===== src/rtl/core/euc_multibyte_decoder_defines.svh =====
// Assertion macros for the EUC multibyte decoder.
// Used by the top level; expects clk and arst_n in the enclosing scope.
`ifndef EUC_MULTIBYTE_DECODER_DEFINES_SVH
`define EUC_MULTIBYTE_DECODER_DEFINES_SVH

// The condition must imply the consequence in the same cycle.
`define EUCMBD_ASSERT_IMP(label, cond, cons, msg) \
	label: assert property (@(posedge clk) disable iff (!arst_n) (cond) |-> (cons)) \
		else $error(msg);

// The condition must imply the consequence in the next cycle.
`define EUCMBD_ASSERT_NXT(label, cond, cons, msg) \
	label: assert property (@(posedge clk) disable iff (!arst_n) (cond) |=> (cons)) \
		else $error(msg);

`endif


===== src/rtl/core/eucmbd_pkg.sv =====
// Shared types, constants and helper functions of the EUC multibyte decoder.
// No dependencies; imported by the cfg, input stage, core and top files and the testbench.
`default_nettype none

package eucmbd_pkg;

	localparam int WORD_W             = 32;
	localparam int BYTE_W             = 8;
	localparam int LEN_W              = 3;
	localparam int NUM_SETS           = 4;
	localparam int REG_IDX_W          = 3;
	localparam int DEF_MAX_CHAR_BYTES = 4;

	localparam logic [BYTE_W-1:0] HIGH_BIT  = 8'h80;
	localparam logic [BYTE_W-1:0] SHIFT_SS2 = 8'h8e;
	localparam logic [BYTE_W-1:0] SHIFT_SS3 = 8'h8f;

	typedef enum logic [1:0] {
		SET_G0 = 2'd0,
		SET_G1 = 2'd1,
		SET_G2 = 2'd2,
		SET_G3 = 2'd3
	} code_set_t;

	typedef enum logic [REG_IDX_W-1:0] {
		REG_SET_LENGTHS = 3'd0,
		REG_SET0_TAG    = 3'd1,
		REG_SET1_TAG    = 3'd2,
		REG_SET2_TAG    = 3'd3,
		REG_SET3_TAG    = 3'd4,
		REG_CODE_MASK   = 3'd5,
		REG_INVALID     = 3'd6
	} reg_idx_t;

	localparam logic [NUM_SETS*LEN_W-1:0] RST_SET_LENGTHS = 12'h691;
	localparam logic [WORD_W-1:0] RST_SET0_TAG  = 32'h0000_0000;
	localparam logic [WORD_W-1:0] RST_SET1_TAG  = 32'h0000_8080;
	localparam logic [WORD_W-1:0] RST_SET2_TAG  = 32'h0000_0080;
	localparam logic [WORD_W-1:0] RST_SET3_TAG  = 32'h0000_8000;
	localparam logic [WORD_W-1:0] RST_CODE_MASK = 32'h0000_8080;
	localparam logic [WORD_W-1:0] RST_INVALID   = 32'h0000_fffd;

	typedef struct packed {
		logic [NUM_SETS*LEN_W-1:0]            set_lengths;
		logic [NUM_SETS-1:0][WORD_W-1:0]      set_tag;
		logic [WORD_W-1:0]                    code_mask;
		logic [WORD_W-1:0]                    invalid_value;
	} cfg_t;

	typedef struct packed {
		logic [BYTE_W-1:0] data_byte;
		logic              end_of_input;
	} item_t;

	typedef struct packed {
		logic      mid_char;
		code_set_t cur_set;
	} core_st_t;

	function automatic code_set_t classify(input logic [BYTE_W-1:0] b);
		code_set_t set;
		if ((b & HIGH_BIT) == '0) begin
			set = SET_G0;
		end else if (b == SHIFT_SS3) begin
			set = SET_G3;
		end else if (b == SHIFT_SS2) begin
			set = SET_G2;
		end else begin
			set = SET_G1;
		end
		return set;
	endfunction

endpackage

`default_nettype wire


===== src/rtl/core/eucmbd_if.sv =====
// Valid/ready channel interfaces of the EUC multibyte decoder:
// one for incoming stream bytes, one for decoded runes. No dependencies.
`default_nettype none

interface eucmbd_byte_if;
	logic       valid;
	logic       ready;
	logic [7:0] data_byte;
	logic       end_of_input;

	modport source (output valid, output data_byte, output end_of_input, input ready);
	modport sink   (input valid, input data_byte, input end_of_input, output ready);
endinterface

interface eucmbd_rune_if;
	logic        valid;
	logic        ready;
	logic [31:0] rune_value;
	logic        status;

	modport source (output valid, output rune_value, output status, input ready);
	modport sink   (input valid, input rune_value, input status, output ready);
endinterface

`default_nettype wire


===== src/rtl/core/eucmbd_cfg.sv =====
// Configuration register file of the EUC multibyte decoder.
// Depends on eucmbd_pkg.
`default_nettype none

module eucmbd_cfg (
	input  wire logic                                clk,
	input  wire logic                                arst_n,
	input  wire logic                                wr_en,
	input  wire logic [eucmbd_pkg::REG_IDX_W-1:0]    wr_index,
	input  wire logic [eucmbd_pkg::WORD_W-1:0]       wr_data,
	output eucmbd_pkg::cfg_t                         cfg
);
	import eucmbd_pkg::*;

	cfg_t cfg_q;

	always_ff @(posedge clk or negedge arst_n) begin
		if (!arst_n) begin
			cfg_q.set_lengths       <= RST_SET_LENGTHS;
			cfg_q.set_tag[SET_G0]   <= RST_SET0_TAG;
			cfg_q.set_tag[SET_G1]   <= RST_SET1_TAG;
			cfg_q.set_tag[SET_G2]   <= RST_SET2_TAG;
			cfg_q.set_tag[SET_G3]   <= RST_SET3_TAG;
			cfg_q.code_mask         <= RST_CODE_MASK;
			cfg_q.invalid_value     <= RST_INVALID;
		end else if (wr_en) begin
			case (reg_idx_t'(wr_index))
				REG_SET_LENGTHS: cfg_q.set_lengths     <= wr_data[NUM_SETS*LEN_W-1:0];
				REG_SET0_TAG:    cfg_q.set_tag[SET_G0] <= wr_data;
				REG_SET1_TAG:    cfg_q.set_tag[SET_G1] <= wr_data;
				REG_SET2_TAG:    cfg_q.set_tag[SET_G2] <= wr_data;
				REG_SET3_TAG:    cfg_q.set_tag[SET_G3] <= wr_data;
				REG_CODE_MASK:   cfg_q.code_mask       <= wr_data;
				REG_INVALID:     cfg_q.invalid_value   <= wr_data;
				default: ;
			endcase
		end
	end

	assign cfg = cfg_q;

endmodule

`default_nettype wire


===== src/rtl/core/eucmbd_in_stage.sv =====
// Input register of the EUC multibyte decoder: captures one stream word per
// cycle unless stalled, for the decode core. Depends on eucmbd_pkg, eucmbd_if.
`default_nettype none

module eucmbd_in_stage (
	input  wire logic        clk,
	input  wire logic        arst_n,
	eucmbd_byte_if.sink      bytes,
	input  wire logic        take,
	output logic             valid_s1,
	output eucmbd_pkg::item_t item_s1
);
	import eucmbd_pkg::*;

	logic  v_s1;
	item_t d_s1;
	logic  accept;

	// The register may refill in the same cycle the core consumes it.
	assign bytes.ready = !v_s1 || take;
	assign accept      = bytes.valid && bytes.ready;

	always_ff @(posedge clk or negedge arst_n) begin
		if (!arst_n) begin
			v_s1 <= 1'b0;
		end else if (accept) begin
			v_s1 <= 1'b1;
		end else if (take) begin
			v_s1 <= 1'b0;
		end
	end

	always_ff @(posedge clk) begin
		if (accept) begin
			d_s1.data_byte    <= bytes.data_byte;
			d_s1.end_of_input <= bytes.end_of_input;
		end
	end

	assign valid_s1 = v_s1;
	assign item_s1  = d_s1;

endmodule

`default_nettype wire


===== src/rtl/core/eucmbd_core.sv =====
// Decode core of the EUC multibyte decoder: character state, rune assembly
// and the result register. Depends on eucmbd_pkg, eucmbd_if.
`default_nettype none

module eucmbd_core #(
	parameter int MAX_CHAR_BYTES = eucmbd_pkg::DEF_MAX_CHAR_BYTES
) (
	input  wire logic         clk,
	input  wire logic         arst_n,
	input  wire eucmbd_pkg::cfg_t  cfg,
	input  wire logic         valid_s1,
	input  wire eucmbd_pkg::item_t item_s1,
	output logic              take,
	eucmbd_rune_if.source     runes,
	output eucmbd_pkg::core_st_t st
);
	import eucmbd_pkg::*;

	localparam int ACC_W  = BYTE_W * MAX_CHAR_BYTES;
	localparam int LEFT_W = (MAX_CHAR_BYTES > 1) ? $clog2(MAX_CHAR_BYTES) : 1;
	localparam logic [LEN_W-1:0] MAX_LEN = LEN_W'(MAX_CHAR_BYTES);

	logic [LEFT_W-1:0] left_q;
	code_set_t         set_q;
	logic [ACC_W-1:0]  acc_q;
	logic              out_v_q;
	logic [WORD_W-1:0] rune_q;
	logic              status_q;

	code_set_t         cls;
	logic [LEN_W-1:0]  len_raw;
	logic [LEN_W-1:0]  len;
	logic [LEFT_W-1:0] nxt_left;
	code_set_t         nxt_set;
	logic [ACC_W-1:0]  nxt_acc;
	logic              done;
	logic              emit;
	logic [WORD_W-1:0] rune;

	always_comb begin
		cls     = classify(item_s1.data_byte);
		len_raw = cfg.set_lengths[int'(cls)*LEN_W +: LEN_W];
		if (len_raw == '0) begin
			len = LEN_W'(1);
		end else if (len_raw > MAX_LEN) begin
			len = MAX_LEN;
		end else begin
			len = len_raw;
		end

		if (left_q == '0) begin
			// First word of a character; shift words of sets 2 and 3 are not kept.
			nxt_set  = cls;
			nxt_left = LEFT_W'(len - LEN_W'(1));
			nxt_acc  = (cls == SET_G2 || cls == SET_G3) ? '0 : ACC_W'(item_s1.data_byte);
		end else begin
			nxt_set  = set_q;
			nxt_left = left_q - LEFT_W'(1);
			nxt_acc  = (acc_q << BYTE_W) | ACC_W'(item_s1.data_byte);
		end

		done = (nxt_left == '0);
		emit = done || item_s1.end_of_input;
		rune = (WORD_W'(nxt_acc) & ~cfg.code_mask) | cfg.set_tag[nxt_set];
	end

	assign take = valid_s1 && (!out_v_q || runes.ready);

	always_ff @(posedge clk or negedge arst_n) begin
		if (!arst_n) begin
			left_q  <= '0;
			set_q   <= SET_G0;
			acc_q   <= '0;
			out_v_q <= 1'b0;
		end else begin
			if (take) begin
				if (emit) begin
					left_q <= '0;
					set_q  <= SET_G0;
					acc_q  <= '0;
				end else begin
					left_q <= nxt_left;
					set_q  <= nxt_set;
					acc_q  <= nxt_acc;
				end
			end
			if (take && emit) begin
				out_v_q <= 1'b1;
			end else if (runes.ready) begin
				out_v_q <= 1'b0;
			end
		end
	end

	// A completed character wins over end of input on the same word.
	always_ff @(posedge clk) begin
		if (take && emit) begin
			rune_q   <= done ? rune : cfg.invalid_value;
			status_q <= !done;
		end
	end

	assign runes.valid      = out_v_q;
	assign runes.rune_value = rune_q;
	assign runes.status     = status_q;

	assign st.mid_char = (left_q != '0);
	assign st.cur_set  = set_q;

endmodule

`default_nettype wire


===== src/rtl/core/euc_multibyte_decoder.sv =====
// EUC multibyte decoder: takes one stream byte per cycle on the bytes channel and
// delivers one rune on the runes channel for every completed character, or the
// invalid value with status 1 when end of input cuts a character short. The block
// sustains one byte per clock unless the runes channel pushes back; each byte passes
// the input register, and its result is offered from the result register in the
// cycle after the core takes the byte. Back-pressure on the runes channel stalls
// both registers together. Registers are written through wr_en/wr_index/wr_data,
// by the user only while the block is idle; the block does not enforce this.
// Depends on eucmbd_pkg, eucmbd_if, eucmbd_cfg, eucmbd_in_stage, eucmbd_core.
`default_nettype none

`include "euc_multibyte_decoder_defines.svh"

module euc_multibyte_decoder #(
	parameter int MAX_CHAR_BYTES = eucmbd_pkg::DEF_MAX_CHAR_BYTES
) (
	input  wire logic                              clk,
	input  wire logic                              arst_n,
	eucmbd_byte_if.sink                            bytes,
	eucmbd_rune_if.source                          runes,
	input  wire logic                              wr_en,
	input  wire logic [eucmbd_pkg::REG_IDX_W-1:0]  wr_index,
	input  wire logic [eucmbd_pkg::WORD_W-1:0]     wr_data
);
	import eucmbd_pkg::*;

	cfg_t     cfg;
	logic     valid_s1;
	item_t    item_s1;
	logic     take;
	core_st_t st;

	eucmbd_cfg u_cfg (
		.clk      (clk),
		.arst_n   (arst_n),
		.wr_en    (wr_en),
		.wr_index (wr_index),
		.wr_data  (wr_data),
		.cfg      (cfg)
	);

	eucmbd_in_stage u_in_stage (
		.clk      (clk),
		.arst_n   (arst_n),
		.bytes    (bytes),
		.take     (take),
		.valid_s1 (valid_s1),
		.item_s1  (item_s1)
	);

	eucmbd_core #(
		.MAX_CHAR_BYTES (MAX_CHAR_BYTES)
	) u_core (
		.clk      (clk),
		.arst_n   (arst_n),
		.cfg      (cfg),
		.valid_s1 (valid_s1),
		.item_s1  (item_s1),
		.take     (take),
		.runes    (runes),
		.st       (st)
	);

	// An empty input register must always be able to take a word.
	`EUCMBD_ASSERT_IMP(a_ready_when_empty, !valid_s1, bytes.ready, "input stalled while empty")
	// A new incomplete-status result can only come from a word marked end of input.
	`EUCMBD_ASSERT_IMP(a_incomplete_needs_end, $rose(runes.valid) && runes.status,
		$past(item_s1.end_of_input), "incomplete result without end of input")
	// Every emitted result leaves the core between characters.
	`EUCMBD_ASSERT_IMP(a_clear_after_result, $rose(runes.valid), !st.mid_char,
		"character state not cleared after a result")
	// Between characters the code set is back at set 0.
	`EUCMBD_ASSERT_IMP(a_idle_set_zero, !st.mid_char, st.cur_set == SET_G0,
		"stale code set between characters")

endmodule

`default_nettype wire


===== src/flat_wrapper.sv =====
// flat-port wrapper written by rule: the top's interface ports become plain ports
module euc_multibyte_decoder_flat import eucmbd_pkg::*;
#(
	parameter int MAX_CHAR_BYTES = eucmbd_pkg::DEF_MAX_CHAR_BYTES
)
  (clk, arst_n, wr_en, wr_index, wr_data, bytes_valid, bytes_data_byte, bytes_end_of_input, bytes_ready, runes_valid, runes_rune_value, runes_status, runes_ready);
  eucmbd_byte_if bytes_i ();
  eucmbd_rune_if runes_i ();
  input  wire logic clk;
  input  wire logic arst_n;
  input  wire logic wr_en;
  input  wire logic [eucmbd_pkg::REG_IDX_W-1:0] wr_index;
  input  wire logic [eucmbd_pkg::WORD_W-1:0] wr_data;
  input wire logic [$bits(bytes_i.valid)-1:0] bytes_valid;
  input wire logic [$bits(bytes_i.data_byte)-1:0] bytes_data_byte;
  input wire logic [$bits(bytes_i.end_of_input)-1:0] bytes_end_of_input;
  output wire logic [$bits(bytes_i.ready)-1:0] bytes_ready;
  output wire logic [$bits(runes_i.valid)-1:0] runes_valid;
  output wire logic [$bits(runes_i.rune_value)-1:0] runes_rune_value;
  output wire logic [$bits(runes_i.status)-1:0] runes_status;
  input wire logic [$bits(runes_i.ready)-1:0] runes_ready;
  assign bytes_i.valid = bytes_valid;
  assign bytes_i.data_byte = bytes_data_byte;
  assign bytes_i.end_of_input = bytes_end_of_input;
  assign bytes_ready = bytes_i.ready;
  assign runes_valid = runes_i.valid;
  assign runes_rune_value = runes_i.rune_value;
  assign runes_status = runes_i.status;
  assign runes_i.ready = runes_ready;
  euc_multibyte_decoder #(.MAX_CHAR_BYTES(MAX_CHAR_BYTES)) u_core (.clk(clk), .arst_n(arst_n), .bytes(bytes_i), .runes(runes_i), .wr_en(wr_en), .wr_index(wr_index), .wr_data(wr_data));
endmodule

===== config.mk =====
export PLATFORM = sky130hd
export DESIGN_NAME = euc_multibyte_decoder_flat
export DESIGN_NICKNAME = d
export VERILOG_FILES = /design/src/rtl/core/eucmbd_pkg.sv /design/src/rtl/core/eucmbd_if.sv /design/src/rtl/core/eucmbd_cfg.sv /design/src/rtl/core/eucmbd_in_stage.sv /design/src/rtl/core/eucmbd_core.sv /design/src/rtl/core/euc_multibyte_decoder.sv /design/src/flat_wrapper.sv
export VERILOG_INCLUDE_DIRS = /design/src /design/src/rtl/core
export SDC_FILE = /design/constraint.sdc
export NUM_CORES = 1
export LEC_CHECK = 0
export BUFFER_PORTS_ARGS = -buffer_cell sky130_fd_sc_hd__buf_2
export CAP_MARGIN = 15
export CORE_MARGIN = 2
export CORE_UTILIZATION = 55
export CTS_CLUSTER_SIZE = 28
export DETAILED_ROUTE_END_ITERATION = 12
export PLACE_DENSITY = 0.74
export SYNTH_ARGS = -nofsm -noshare
export SYNTH_HDL_FRONTEND = slang
export SYNTH_SLANG_ARGS = --single-unit

===== constraint.sdc =====
create_clock -name clk -period 4.05 [get_ports clk]
set_input_delay 0.2025 -clock clk [delete_from_list [all_inputs] [get_ports clk]]
set_output_delay 0.2025 -clock clk [all_outputs]
set_load 0.02 [all_outputs]

==> metrics <==
final net count 1001; critical path capture point type flip-flop; Final Hold Vio Count 0; fill count 1540; area leader, netlist dfrtp_1; Max Freq 0.3146 GHz; Worst path max stage delay 580 ps; commonest register cell after synthesis dfrtp_1; worst setup path class reg2reg; Worst Hold Launch wr_data[4]; Mean Syn Cell Area 14.39 um^2; Post-synth EDFFs 42; largest cells by area after synthesis dfrtp_1 (44%), mux2_2 (20%), edfxtp_1 (11%); DIE AREA 22860 um^2; Root Driver clkbuf_16; CP dominant cell by count nor2_1; slew at the pin closest to its max-slew limit 901.0 ps; CP Launch Type flip-flop; Ports 84; vias in the first global route 7296; yosys warns 0; clock sinks 276; GPL Wtd Cong 0.8207; Setup Skew 12.53 ps; slowest CP cell edfxtp_1; status finished clean; setup repair bufs after CTS 0; VDD IR max 462.0 uV; Routed Antenna Nets 0; DRT Wirelength 25110 um; Post-CTS Resized 0; Worst R2R End u_core.u_core.acc_q[17]; Rows 53; vias per std cell 5.747; DR iter-0 viols 338; CP cell instances nor4b_4 -> nand2_2 -> mux2i_1 -> a2111oi_0 -> nor2_1 -> ha_2 -> nor2_1 -> nand2_1 -> nor2_1 -> buf_4 -> a22o_1; final setup fails 0; layout cells sized above 1 0.3998; Area Growth Syn to Fin 16.80%; First-pass DRT Iterations 5; antenna cell count 0; CTS tree yes; Critical Path AT 3640 ps; Synth async-reset ratio 0.8478; Inserted Clock Buffers 28; maximum number of pins on one net before global-route repair 122; Avg WL per Cell 20.12 um; # hold bufs at CTS 38; Port Buf Inserts 83; top fanout value on the critical path 16; initial antenna violation count 1; Skew-Pair Late Insertion Delay 540 ps; H-Tree Depth 1; maximum clock insertion buffer count 3; Synth top area share 0.4368; routed vias 7172; clock slew at reported path FFs 60 ps; die height 151.2 um; worst reg2reg startpoint u_core.u_in_stage.item_s1[8]; Synth Register Bits 276; worst min path class in2reg; DP HPWL 15300 um; Slew HR 0.3993; crit share post-route 0.7850; PD cells 621.3 nW/um^2; Die W 151.2 um; global-route usage over all layers 0.2279; r2r setup slk 870 ps; static leakage 0.005740 uW; R2R cell count 11; Yosys cell types 41; unrepaired setup endpoints after global routing false; Util after Layout 0.6579; final global-route overflow total 0; max_cap viols 0; CP Data Required Time 4520 ps; post-synthesis net count 878; Cell Area, Synth 11920 um^2; Final min period 3179 ps; first-pass GRT wire length 40030 um; crit path from u_core.u_in_stage.item_s1[8]; setup TNS 0 ps; starting density of the core 0.5633; post-synthesis sequential area ratio 0.6000; worst setup path endpoint u_core.u_core.acc_q[17]; Syn Inst Count 828; Core ar. 21150 um^2; DRC 0; Slew Limit Fails 0
==> cell type report <==
type	count	area, um^2	share of cell area
repair buffers	141	968.4	0.06959
flip-flops and latches	276	7149	0.5137
multi-input cells	499	4527	0.3253
clock buffers	51	898.4	0.06455
inverters	5	18.77	0.001349
well taps	275	344.1	0.02472
clock inverters	1	11.26	0.0008091
==> where the power goes <==
part / internal, uW / switching [uW]
Combinational: 960 / 1190
Sequential: 3630 / 363
Clock: 1490 / 1020
Total: 6080 / 2570
==> critical path: cells and delay by family (launching register included) <==
family	cells	cell delay, ps
muxes	1	170
AOI/OAI and AO/OA	2	550
adders and majority gates	1	200
and+or+nand+nor	6	1380
DFF	1	580
buffers and inverters	1	220
==> worst min-delay path by stage <==
stage,end,slack [ps],cells after the start
6_report,u_core.u_cfg.cfg[36],20,2
5_1_grt,u_core.u_cfg.cfg[36],20,2
4_1_cts,u_core.u_cfg.cfg[199],4,2
3_5_place_dp,u_core.u_cfg.cfg[157],360,1
3_3_place_gp,u_core.u_cfg.cfg[157],360,1
2_1_floorplan,u_core.u_cfg.cfg[100],-90,0
==> cell usage in the layout, fill, tap and decap left out, types with 2 or more instances in the layout <==
master         synthesis  routed
a21oi_1                3       3
a221oi_1               3       3
a22o_1                16      16
a31oi_1               30      30
and2_1                 2       2
and3_1                 2       2
buf_2                  1      82
buf_4                  6      19
clkbuf_1              35      13
clkbuf_16              0      29
clkbuf_8               0       9
dfrtp_1              208     208
dfstp_2               26      26
dlygate4sd3_1          0      38
edfxtp_1              42      42
inv_1                  5       5
mux2_1                26      26
mux2_2               209     209
mux2i_1               66      66
nand2_1               30      30
nand2b_1               3       3
nand3_1                6       6
nand3b_1              30      30
nand4b_1               3       3
nor2_1                37      36
nor3_1                 4       2
nor3_2                 0       2
nor3b_2                0       2
o21a_1                 2       2
o21ai_0               10      10
or2_2                  2       2
or3_1                  2       2
==> flip-flops by register name, summed over array words and instances (netlist names) <==
register and flops:
u_core.u_in_stage.valid_s1 1, u_core.u_core.set_q 2, u_core.u_core.runes.status 1, u_core.u_core.runes.rune_value 32, u_core.u_core.left_q 2, u_core.u_core.acc_q 24, u_core.u_cfg.cfg 204, u_core.u_in_stage.item_s1 9
u_core.u_core.runes.valid 1
==> cell families (layout without fill, tap and decap cells) <==
logic type	count (synthesis)	count (layout)	synth area share
mux	301	301	0.2775
flops	276	276	0.6000
simple gates	127	127	0.05734
compound gates	70	70	0.04064
buf+inv	53	198	0.02342
fa+ha+maj	1	1	0.001050
==> per-stage QoR <==
| step | total power [uW] | std cells | cell area, um^2 | hold WS, ps | setup WS [ps] |
|---|---|---|---|---|---|
| after global placement | 6096 | 1158 | 12630 | 358.8 | 1045 |
| after floorplan | 5525 | 828 | 11920 | -93.09 | 344.8 |
| after detailed placement | 6184 | 1158 | 12630 | 364.2 | 913.8 |
| after CTS | 8749 | 1248 | 13920 | 3.961 | 916.7 |
| final | 8646 | 1248 | 13920 | 19.76 | 870.9 |
| after global routing | 9122 | 1248 | 13920 | 21.27 | 624.2 |
==> Yosys cell counts, drive strengths merged, types with 3 or more instances <==
cell type  instances
inv                5
mux2i             66
a221oi             3
nand3              6
dfrtp            208
o21ai             10
dfstp             26
nand2b             3
a22o              16
nor2              37
edfxtp            42
nand2             31
a21oi              3
nand4b             3
nand3b            30
clkbuf            35
a31oi             30
nor3               4
mux2             235
buf               13
==> per-layer routing <==
layer,wire [um],GRT usage,vias up,share of wire
li1,-,-,3281,-
met1,11440,0.3222,3691,0.46
met2,12180,0.3819,159,0.48
met3,1046,0.03102,39,0.042
met4,445,0.04579,2,0.018
met5,9,0,-,0.00036
(Power assumes the default switching activity.)
